===== src/rtl/stereo_sine_drive_saturator_macros.svh =====
// -----------------------------------------------------------------------------
// Stereo sine drive saturator assertion macros
// Shorthand for clocked implication checks on i_clk, disabled while in reset.
// -----------------------------------------------------------------------------
`ifndef STEREO_SINE_DRIVE_SATURATOR_MACROS_SVH
`define STEREO_SINE_DRIVE_SATURATOR_MACROS_SVH

// Same-cycle implication.
`define SSDS_ASSERT_IMP(label, ante, cons, msg) \
    label: assert property (@(posedge i_clk) disable iff (!i_rst_n) (ante) |-> (cons)) \
        else $error(msg);

// Next-cycle implication.
`define SSDS_ASSERT_NXT(label, ante, cons, msg) \
    label: assert property (@(posedge i_clk) disable iff (!i_rst_n) (ante) |=> (cons)) \
        else $error(msg);

`endif


===== src/rtl/ssds_pkg.sv =====
// -----------------------------------------------------------------------------
// Stereo sine drive saturator package
// Shared constants and the sequencer state type.
// -----------------------------------------------------------------------------
package ssds_pkg;

    localparam int SAMPLE_BITS_DEF   = 24;
    localparam int SINE_SEGMENTS_DEF = 256;

    // Drive amount register, unsigned Q1.16.
    localparam int INTENSITY_BITS = 17;

    typedef enum logic [3:0] {
        ST_IDLE,
        ST_POS,
        ST_IDX,
        ST_LO,
        ST_HI,
        ST_INTERP,
        ST_SUM,
        ST_APPLY,
        ST_ROUND,
        ST_DONE
    } t_state;

endpackage


===== src/rtl/ssds_mul.sv =====
// -----------------------------------------------------------------------------
// Shared multiplier
// Unsigned multiply with a registered product, one result per cycle.
// -----------------------------------------------------------------------------
module ssds_mul
    import ssds_pkg::*;
#(
    parameter int OP_BITS = SAMPLE_BITS_DEF + 1
) (
    input  logic                   i_clk,
    input  logic [OP_BITS-1:0]     i_op_a,
    input  logic [OP_BITS-1:0]     i_op_b,
    output logic [2*OP_BITS-1:0]   o_prod
);

    logic [2*OP_BITS-1:0] r_prod;

    always_ff @(posedge i_clk) begin
        r_prod <= (2*OP_BITS)'(i_op_a) * (2*OP_BITS)'(i_op_b);
    end

    assign o_prod = r_prod;

endmodule


===== src/rtl/ssds_rom.sv =====
// -----------------------------------------------------------------------------
// Sine table
// Entries sin(k / SINE_SEGMENTS) for k = 0 .. SINE_SEGMENTS in unsigned Q(F),
// built at elaboration from a Horner series, read with a registered port.
// -----------------------------------------------------------------------------
module ssds_rom
    import ssds_pkg::*;
#(
    parameter int DATA_BITS     = SAMPLE_BITS_DEF,
    parameter int SINE_SEGMENTS = SINE_SEGMENTS_DEF,
    parameter int ADDR_BITS     = $clog2(SINE_SEGMENTS + 1)
) (
    input  logic                  i_clk,
    input  logic [ADDR_BITS-1:0]  i_addr,
    output logic [DATA_BITS-1:0]  o_data
);

    localparam int ROM_BITS = (SINE_SEGMENTS + 1) * DATA_BITS;
    localparam logic [63:0] Q31_ONE = 64'd1 << 31;

    function automatic logic [ROM_BITS-1:0] f_build();
        logic [ROM_BITS-1:0] v;
        logic [63:0]         t;
        logic [63:0]         t2;
        logic [63:0]         p;
        logic [63:0]         s;
        int                  shift;
        v     = '0;
        shift = 31 - (DATA_BITS - 1);
        for (int k = 0; k <= SINE_SEGMENTS; k++) begin
            t  = (64'(k) << 31) / SINE_SEGMENTS;
            t2 = (t * t) >> 31;
            p  = Q31_ONE - t2 / 72;
            p  = Q31_ONE - ((t2 * p) >> 31) / 42;
            p  = Q31_ONE - ((t2 * p) >> 31) / 20;
            p  = Q31_ONE - ((t2 * p) >> 31) / 6;
            s  = (t * p) >> 31;
            if (shift != 0) begin
                s = (s + (64'd1 << (shift - 1))) >> shift;
            end
            v[k*DATA_BITS +: DATA_BITS] = s[DATA_BITS-1:0];
        end
        return v;
    endfunction

    localparam logic [ROM_BITS-1:0] ROM = f_build();

    logic [DATA_BITS-1:0] r_data;

    always_ff @(posedge i_clk) begin
        if (i_addr <= ADDR_BITS'(SINE_SEGMENTS)) begin
            r_data <= ROM[i_addr*DATA_BITS +: DATA_BITS];
        end else begin
            r_data <= '0;
        end
    end

    assign o_data = r_data;

endmodule


===== src/rtl/stereo_sine_drive_saturator.sv =====
// -----------------------------------------------------------------------------
// Stereo sine drive saturator
// Each channel takes eight sequencer steps, paced by the single shared multiplier
// that forms four products per channel. A new frame is taken only once the
// previous one has moved into the output register.
// Reset (synchronous, active low) clears intensity, both previous sines and the
// output valid flag; the sine table is a constant, so no clearing pass is needed.
// -----------------------------------------------------------------------------
`include "stereo_sine_drive_saturator_macros.svh"

module stereo_sine_drive_saturator
    import ssds_pkg::*;
#(
    parameter int  SAMPLE_BITS   = SAMPLE_BITS_DEF,
    parameter int  SINE_SEGMENTS = SINE_SEGMENTS_DEF,
    localparam int TDATA_BITS    = ((2 * SAMPLE_BITS + 7) / 8) * 8
) (
    input  logic                       i_clk,
    input  logic                       i_rst_n,
    // Configuration: intensity, unsigned Q1.16.
    input  logic                       i_cfg_we,
    input  logic [INTENSITY_BITS-1:0]  i_cfg_wdata,
    // Input beat. tdata, from bit 0 up: left_sample, right_sample, zero padding.
    input  logic                       s_axis_tvalid,
    output logic                       s_axis_tready,
    input  logic [TDATA_BITS-1:0]      s_axis_tdata,
    // Output beat. tdata, from bit 0 up: left_out, right_out, zero padding.
    output logic                       m_axis_tvalid,
    input  logic                       m_axis_tready,
    output logic [TDATA_BITS-1:0]      m_axis_tdata
);

    // Samples and sines are Q1.F. The multiplier takes one extra bit on each
    // operand so that |prev + sine| and the blend factor fit without loss.
    localparam int FRAC     = SAMPLE_BITS - 1;
    localparam int MUL_W    = SAMPLE_BITS + 1;
    localparam int PROD_W   = 2 * MUL_W;
    localparam int IDX_W    = $clog2(SINE_SEGMENTS + 1);
    localparam int OUT_W    = SAMPLE_BITS + 3;

    t_state r_state;
    t_state n_state;

    // Control state.
    logic                              r_ch;
    logic                              r_out_valid;
    logic [INTENSITY_BITS-1:0]         r_intensity;
    logic signed [SAMPLE_BITS-1:0]     r_prev_l;
    logic signed [SAMPLE_BITS-1:0]     r_prev_r;

    // Working payload.
    logic signed [SAMPLE_BITS-1:0]     r_x_l;
    logic signed [SAMPLE_BITS-1:0]     r_x_r;
    logic [IDX_W-1:0]                  r_idx;
    logic                              r_last;
    logic [FRAC-1:0]                   r_f;
    logic [SAMPLE_BITS-1:0]            r_lo;
    logic signed [SAMPLE_BITS-1:0]     r_s;
    logic [MUL_W-1:0]                  r_dmag;
    logic                              r_dneg;
    logic [SAMPLE_BITS-1:0]            r_res_l;
    logic [SAMPLE_BITS-1:0]            r_res_r;
    logic [SAMPLE_BITS-1:0]            r_out_l;
    logic [SAMPLE_BITS-1:0]            r_out_r;

    // Shared units.
    logic [MUL_W-1:0]                  w_mul_a;
    logic [MUL_W-1:0]                  w_mul_b;
    logic [PROD_W-1:0]                 w_prod;
    logic [IDX_W-1:0]                  w_rom_addr;
    logic [SAMPLE_BITS-1:0]            w_rom_data;

    // Datapath terms.
    logic                              w_in_acc;
    logic                              w_out_free;
    logic signed [SAMPLE_BITS-1:0]     w_x;
    logic signed [MUL_W-1:0]           w_x_ext;
    logic [MUL_W-1:0]                  w_abs_x;
    logic [IDX_W-1:0]                  w_idx;
    logic [SAMPLE_BITS-1:0]            w_rom_step;
    logic [SAMPLE_BITS-1:0]            w_interp;
    logic [SAMPLE_BITS-1:0]            w_mag;
    logic signed [SAMPLE_BITS-1:0]     w_sine;
    logic signed [SAMPLE_BITS-1:0]     w_prev;
    logic signed [MUL_W-1:0]           w_sum;
    logic [MUL_W-1:0]                  w_h;
    logic signed [MUL_W-1:0]           w_diff;
    logic [MUL_W-1:0]                  w_dmag;
    logic [MUL_W-1:0]                  w_apply;
    logic [PROD_W-1:0]                 w_round;
    logic [SAMPLE_BITS+1:0]            w_m;
    logic signed [OUT_W-1:0]           w_out_x;
    logic signed [OUT_W-1:0]           w_out_m;
    logic signed [OUT_W-1:0]           w_out;
    logic                              w_fits;
    logic [SAMPLE_BITS-1:0]            w_res;

    ssds_mul #(
        .OP_BITS (MUL_W)
    ) u_mul (
        .i_clk  (i_clk),
        .i_op_a (w_mul_a),
        .i_op_b (w_mul_b),
        .o_prod (w_prod)
    );

    ssds_rom #(
        .DATA_BITS     (SAMPLE_BITS),
        .SINE_SEGMENTS (SINE_SEGMENTS),
        .ADDR_BITS     (IDX_W)
    ) u_rom (
        .i_clk  (i_clk),
        .i_addr (w_rom_addr),
        .o_data (w_rom_data)
    );

    // Handshakes. A new frame is taken only when the sequencer is idle; the
    // output register holds the finished frame so the sequencer can run ahead.
    assign s_axis_tready = (r_state == ST_IDLE);
    assign w_in_acc      = s_axis_tvalid && s_axis_tready;
    assign w_out_free    = !r_out_valid || m_axis_tready;
    assign m_axis_tvalid = r_out_valid;
    assign m_axis_tdata  = TDATA_BITS'({r_out_r, r_out_l});

    // Channel operands. The sample is widened by one bit so that its magnitude
    // at the most negative code is still representable.
    assign w_x     = r_ch ? r_x_r : r_x_l;
    assign w_prev  = r_ch ? r_prev_r : r_prev_l;
    assign w_x_ext = MUL_W'(w_x);
    assign w_abs_x = w_x[SAMPLE_BITS-1] ? $unsigned(-w_x_ext) : $unsigned(w_x_ext);

    // Table position: integer part indexes the table, fraction interpolates.
    assign w_idx = w_prod[FRAC +: IDX_W];

    // The table rises monotonically, so the step between neighbors is positive.
    assign w_rom_step = w_rom_data - r_lo;
    assign w_interp   = w_prod[FRAC +: SAMPLE_BITS];
    assign w_mag      = r_last ? r_lo : (r_lo + w_interp);
    assign w_sine     = w_x[SAMPLE_BITS-1] ? -$signed(w_mag) : $signed(w_mag);

    // Blend factor source and the distance from dry to shaped sample.
    assign w_sum  = MUL_W'(w_prev) + MUL_W'(r_s);
    assign w_h    = w_sum[MUL_W-1] ? $unsigned(-w_sum) : $unsigned(w_sum);
    assign w_diff = MUL_W'(r_s) - w_x_ext;
    assign w_dmag = w_diff[MUL_W-1] ? $unsigned(-w_diff) : $unsigned(w_diff);

    // intensity is Q1.16 with one spare bit, so the product drops 17 bits.
    assign w_apply = w_prod[INTENSITY_BITS +: MUL_W];

    // Rounding of the magnitude gives ties away from zero once the sign is
    // applied. The wide sum then saturates to the sample range.
    assign w_round = w_prod + (PROD_W'(1) << (FRAC - 1));
    assign w_m     = w_round[FRAC +: SAMPLE_BITS + 2];
    assign w_out_x = OUT_W'(w_x);
    assign w_out_m = $signed(OUT_W'(w_m));
    assign w_out   = r_dneg ? (w_out_x - w_out_m) : (w_out_x + w_out_m);
    assign w_fits  = (w_out[OUT_W-1:FRAC] == '0) || (w_out[OUT_W-1:FRAC] == '1);
    assign w_res   = w_fits ? w_out[SAMPLE_BITS-1:0]
                            : {w_out[OUT_W-1], {FRAC{~w_out[OUT_W-1]}}};

    // State register.
    always_ff @(posedge i_clk) begin
        if (!i_rst_n) begin
            r_state <= ST_IDLE;
        end else begin
            r_state <= n_state;
        end
    end

    // Next state and shared unit operands. Each channel walks the same eight
    // steps: position, index, low entry, high entry, interpolation, blend
    // source, blend factor, rounding.
    always_comb begin
        n_state    = r_state;
        w_mul_a    = '0;
        w_mul_b    = '0;
        w_rom_addr = r_idx;
        case (r_state)
            ST_IDLE: begin
                if (w_in_acc) begin
                    n_state = ST_POS;
                end
            end
            ST_POS: begin
                w_mul_a = w_abs_x;
                w_mul_b = MUL_W'(SINE_SEGMENTS);
                n_state = ST_IDX;
            end
            ST_IDX: begin
                w_rom_addr = w_idx;
                n_state    = ST_LO;
            end
            ST_LO: begin
                // At full scale there is no upper neighbor; reread the last entry.
                w_rom_addr = r_last ? r_idx : (r_idx + IDX_W'(1));
                n_state    = ST_HI;
            end
            ST_HI: begin
                w_mul_a = MUL_W'(w_rom_step);
                w_mul_b = MUL_W'(r_f);
                n_state = ST_INTERP;
            end
            ST_INTERP: begin
                n_state = ST_SUM;
            end
            ST_SUM: begin
                w_mul_a = w_h;
                w_mul_b = MUL_W'(r_intensity);
                n_state = ST_APPLY;
            end
            ST_APPLY: begin
                w_mul_a = r_dmag;
                w_mul_b = w_apply;
                n_state = ST_ROUND;
            end
            ST_ROUND: begin
                n_state = r_ch ? ST_DONE : ST_POS;
            end
            ST_DONE: begin
                if (w_out_free) begin
                    n_state = ST_IDLE;
                end
            end
            default: begin
                n_state = ST_IDLE;
            end
        endcase
    end

    // Control registers: channel select, output valid, intensity and the
    // sines kept from the previous frame.
    always_ff @(posedge i_clk) begin
        if (!i_rst_n) begin
            r_ch        <= 1'b0;
            r_out_valid <= 1'b0;
            r_intensity <= '0;
            r_prev_l    <= '0;
            r_prev_r    <= '0;
        end else begin
            if (i_cfg_we) begin
                r_intensity <= i_cfg_wdata;
            end
            if (w_in_acc) begin
                r_ch <= 1'b0;
            end else if ((r_state == ST_ROUND) && !r_ch) begin
                r_ch <= 1'b1;
            end
            // The present sine becomes the previous one once the blend source
            // has been formed from the old value.
            if (r_state == ST_SUM) begin
                if (r_ch) begin
                    r_prev_r <= r_s;
                end else begin
                    r_prev_l <= r_s;
                end
            end
            if ((r_state == ST_DONE) && w_out_free) begin
                r_out_valid <= 1'b1;
            end else if (m_axis_tready) begin
                r_out_valid <= 1'b0;
            end
        end
    end

    // Working payload registers.
    always_ff @(posedge i_clk) begin
        if (w_in_acc) begin
            r_x_l <= s_axis_tdata[SAMPLE_BITS-1:0];
            r_x_r <= s_axis_tdata[2*SAMPLE_BITS-1:SAMPLE_BITS];
        end
        case (r_state)
            ST_IDX: begin
                r_idx  <= w_idx;
                r_last <= (w_idx >= IDX_W'(SINE_SEGMENTS));
                r_f    <= w_prod[FRAC-1:0];
            end
            ST_LO: begin
                r_lo <= w_rom_data;
            end
            ST_INTERP: begin
                r_s <= w_sine;
            end
            ST_SUM: begin
                r_dmag <= w_dmag;
                r_dneg <= w_diff[MUL_W-1];
            end
            ST_ROUND: begin
                if (r_ch) begin
                    r_res_r <= w_res;
                end else begin
                    r_res_l <= w_res;
                end
            end
            ST_DONE: begin
                if (w_out_free) begin
                    r_out_l <= r_res_l;
                    r_out_r <= r_res_r;
                end
            end
            default: begin
            end
        endcase
    end

    // An accepted frame always starts on the left channel.
    `SSDS_ASSERT_NXT(a_accept_starts_left, w_in_acc, (r_state == ST_POS) && !r_ch, "frame did not start on left channel")
    // The scaled magnitude never points past the last table entry.
    `SSDS_ASSERT_IMP(a_index_in_table, r_state == ST_IDX, w_idx <= IDX_W'(SINE_SEGMENTS), "table index out of range")
    // A finished frame moves into a free output register and the block idles.
    `SSDS_ASSERT_NXT(a_done_loads_output, (r_state == ST_DONE) && w_out_free, m_axis_tvalid && (r_state == ST_IDLE), "finished frame not presented")

endmodule


===== config.mk =====
export PLATFORM = sky130hd
export DESIGN_NAME = stereo_sine_drive_saturator
export DESIGN_NICKNAME = d
export VERILOG_FILES = /design/src/rtl/ssds_pkg.sv /design/src/rtl/ssds_mul.sv /design/src/rtl/ssds_rom.sv /design/src/rtl/stereo_sine_drive_saturator.sv
export VERILOG_INCLUDE_DIRS = /design/src /design/src/rtl
export SDC_FILE = /design/constraint.sdc
export NUM_CORES = 2
export LEC_CHECK = 0
export BUFFER_PORTS_ARGS = -buffer_cell sky130_fd_sc_hd__buf_4
export CAP_MARGIN = 40
export CORE_MARGIN = 2
export CORE_UTILIZATION = 40
export CTS_CLUSTER_SIZE = 20
export DETAILED_ROUTE_END_ITERATION = 12
export PLACE_DENSITY_LB_ADDON = 0.3
export SKIP_LAST_GASP = 1
export SYNTH_ARGS = -nofsm -noshare
export SYNTH_HDL_FRONTEND = slang
export SYNTH_SLANG_ARGS = --single-unit

===== constraint.sdc =====
create_clock -name i_clk -period 12.01 [get_ports i_clk]
set_clock_uncertainty 0.05 [all_clocks]
set_input_delay 0.6005 -clock i_clk [delete_from_list [all_inputs] [get_ports i_clk]]
set_output_delay 0.6005 -clock i_clk [all_outputs]
set_load 0.03 [all_outputs]

==> impl_metrics.toml <==
[place]
place.gp.congestion = 0.997
io_buffers = 119
dp_hpwl_mm = 155
dp.cells = 7494

[route]
top_layer = "met5"
drtIter0Drc = 4810
drc_errors = 0
wl_met3_mm = 16.5
avgViaCountPerCell = 6.02
routedWlPerCell_um = 26.3
wl_met2_mm = 88.5
ant_nets = 0
drt_wl_total_mm = 199
via_count = 45568
firstDrtPassIters = 8
wl_met1_mm = 83.7

[synthesis]
ys_async_sr_fraction_pct = 0
netlist_area_um2 = 50500
syn_avg_cell_area_um2 = 8.56
syn_inst = 5897
ys_types = 99
ys.flop_type = "edfxtp_1"
yosys_warnings = 0
synth_edf_count = 250
synth_nets = 6841
ys_ff_latch = 393
synth_seq_area_share_pct = 20.5

[finish]
n_fill_cell = 12291
instances_no_fill = 7573
drive_above_1_share_pct = 8.87
seqCellArea_um2 = 10400
area_growth_syn_to_layout_pct = 9.32
fin_nets = 6832
multi_input_area_um2 = 36200
final_common_cell = "nand2_1"
final_cell_mix = "nand2_1 (734), inv_1 (731), fa_1 (533), nor2_1 (369), ha_1 (341)"

[global_routing]
grtUsageTotal_pct = 30.2
grt_max_degree = 128
antenna_found_initial = 5
grt_pass1_vias = 44821
grt_pass1_wl_mm = 295
gr-total-overflow = 0

[floorplan]
start_util_pct = 40.3
die-area_um2 = 129000
num_io_pins = 120
die_w_um = 359
die_h_um = 359
coreArea_um2 = 125000
rows = 130

[worst_hold_path]
hold_end = "r_x_r[10]"
hold_path.startpoint = "s_axis_tdata[34]"
hp-class = "in -> reg"
hold_depth = 1

[sta]
hold_ws_ns = 0.154
max-slew-margin-rel_pct = 26.1
fin_crit_sh_pct = 94.4
final-max-slew-violation-count = 0
finalCriticalPeriod_ns = 11.34
rsz0062_at_grt = "no"
fin_tns_setup_ns = 0
fmax_ghz = 0.0882
setup_viol_count_final = 0
worst_slew_pin_slew_ns = 1.11
hold_viol_final = 0

[critical_path]
r2r_end = "u_mul.o_prod[48]"
cp_slowest_cell = "dfxtp_4"
worst-setup-path-type = "reg -> reg"
crit_required_ns = 12.47
crit_path_start_kind = "register"
worstPathMaxFanout = 31
r2r_slack_ns = 0.67
reg2reg_from = "r_ch"
worst_ep_arrival_time_ns = 11.80
endpoint_kind = "register"
slowest_delay_ns = 0.65
crit_path_frequent_cell = "fa_1"
r2r_cells = 37

[power]
p_leak_nw = 23.7
pwr-share-seq_pct = 28.2
power_frac_comb_pct = 50.3
clockPowerShare_pct = 21.5
max-vdd-ir-drop_mv = 0.104
switching_share_pct = 45.1
power_density_nw_per_um2 = 109
switchingPower_mw = 2.71
internal_power_mw = 3.30

[clocking]
cts_root_buffer = "clkbuf_16"
cts_tree = "built"
cts_buffers = 42
clk_pin_slew_ns = 0.07
post_cts_buffers = 0
cts.sinks = 393
h-tree-depth = 2
clock_latency_ns = 0.59
cts_max_path_buffers = 3

[outcome]
status = "completed"

[flow_run]
maxCapViolCount = 0
critical path: cells and delay by family, from the launching register on:
family          cells  cell delay, ns
mux                 1            0.25
simple gates        7            2.28
fa+ha+maj          10            4.61
flops               1            0.65
xor+xnor            2            0.36
compound gates     11            2.75
buf+inv             6            0.36
layer usage:
metal	up-vias	track usage (%)
li1	20184	-
met4	4	13.7
met1	22763	41.3
met5	-	0
met3	474	4.82
met2	2143	46.8
power groups by stage:
stage | sequential, mW | clock [mW] | combinational [mW]
2_1_floorplan | 1.68 | 0 | 1.84
3_3_place_gp | 1.72 | 0 | 2.89
3_5_place_dp | 1.72 | 0 | 2.91
4_1_cts | 1.69 | 1.32 | 2.93
5_1_grt | 1.70 | 1.37 | 3.19
6_report | 1.69 | 1.29 | 3.03
repair_timing:
| action | 4_1_cts | 5_1_grt |
|---|---|---|
| hold buffers | 0 | 0 |
| gates resized for setup | 0 | 1 |
| setup endpoints to repair | 0 | 3 |
metrics by stage:
| stage | area, um^2 | total power, mW | util [%] | setup WS, ns |
|---|---|---|---|---|
| floorplan | 50500 | 3.52 | - | 0.455 |
| global placement | 53400 | 4.61 | 42.6 | 0.865 |
| detailed placement | 53800 | 4.63 | 42.9 | 0.740 |
| CTS | 55200 | 5.93 | 44.0 | 0.677 |
| global route | 55200 | 6.25 | 44.0 | 0.0124 |
| finish | 55200 | 6.01 | 44.0 | 0.673 |
cells in the mapped netlist, types with 115 or more instances:
cell type  count  share of area (%)
nor3_1       151                1.5
nand3_1      115                1.1
o21ai_0      254                2.5
inv_1        732                5.4
edfxtp_1     250                 15
nand2_1      734                5.5
a21oi_1      287                2.8
and2_1       138                1.7
nor2_1       378                2.8
dfxtp_1      143                5.7
ha_1         341                8.5
fa_1         533                 21
clkbuf_1     289                2.1
xnor2_1      184                3.2
state kept, by name (all words and copies together) (netlist names), 4 cells and up:
name,flops
r_idx,9
u_mul.o_prod,49
r_prev_l,24
r_dmag,25
r_intensity,17
r_x_l,24
r_lo,23
r_state,4
r_x_r,24
r_out_r,24
r_res_r,24
r_res_l,24
r_prev_r,24
r_out_l,24
r_f,23
u_rom.o_data,23
r_s,24
cells by family after synthesis:
group,count (synthesis),share of synthesized area [%]
XOR/XNOR,263,4.59
buffers and inverters,1089,8.21
adder cells (fa/ha/maj),875,29.6
multiplexers,110,2.25
AND/OR/NAND/NOR,1808,16.6
AO/OA/AOI/OAI,1359,18.2
flip-flops,393,20.5
cell type report:
class	instances	area share, %
antenna	1	0.00453
timing repair buffer	298	4.47
inverter	738	5.02
multi-input combinational	4415	65.5
clock inverter	26	0.381
sequential	393	18.8
tap	1650	3.74
clock buffer	52	2.07
worst max path at each step:
stage | slack, ns | from | end
2_1_floorplan | 0.46 | r_ch | u_mul.o_prod[47]
3_3_place_gp | 0.87 | r_ch | u_mul.o_prod[47]
3_5_place_dp | 0.74 | r_ch | u_mul.o_prod[45]
4_1_cts | 0.68 | r_ch | u_mul.o_prod[47]
5_1_grt | 0.01 | r_ch | u_mul.o_prod[45]
6_report | 0.67 | r_ch | u_mul.o_prod[48]
(Power assumes the default switching activity.)
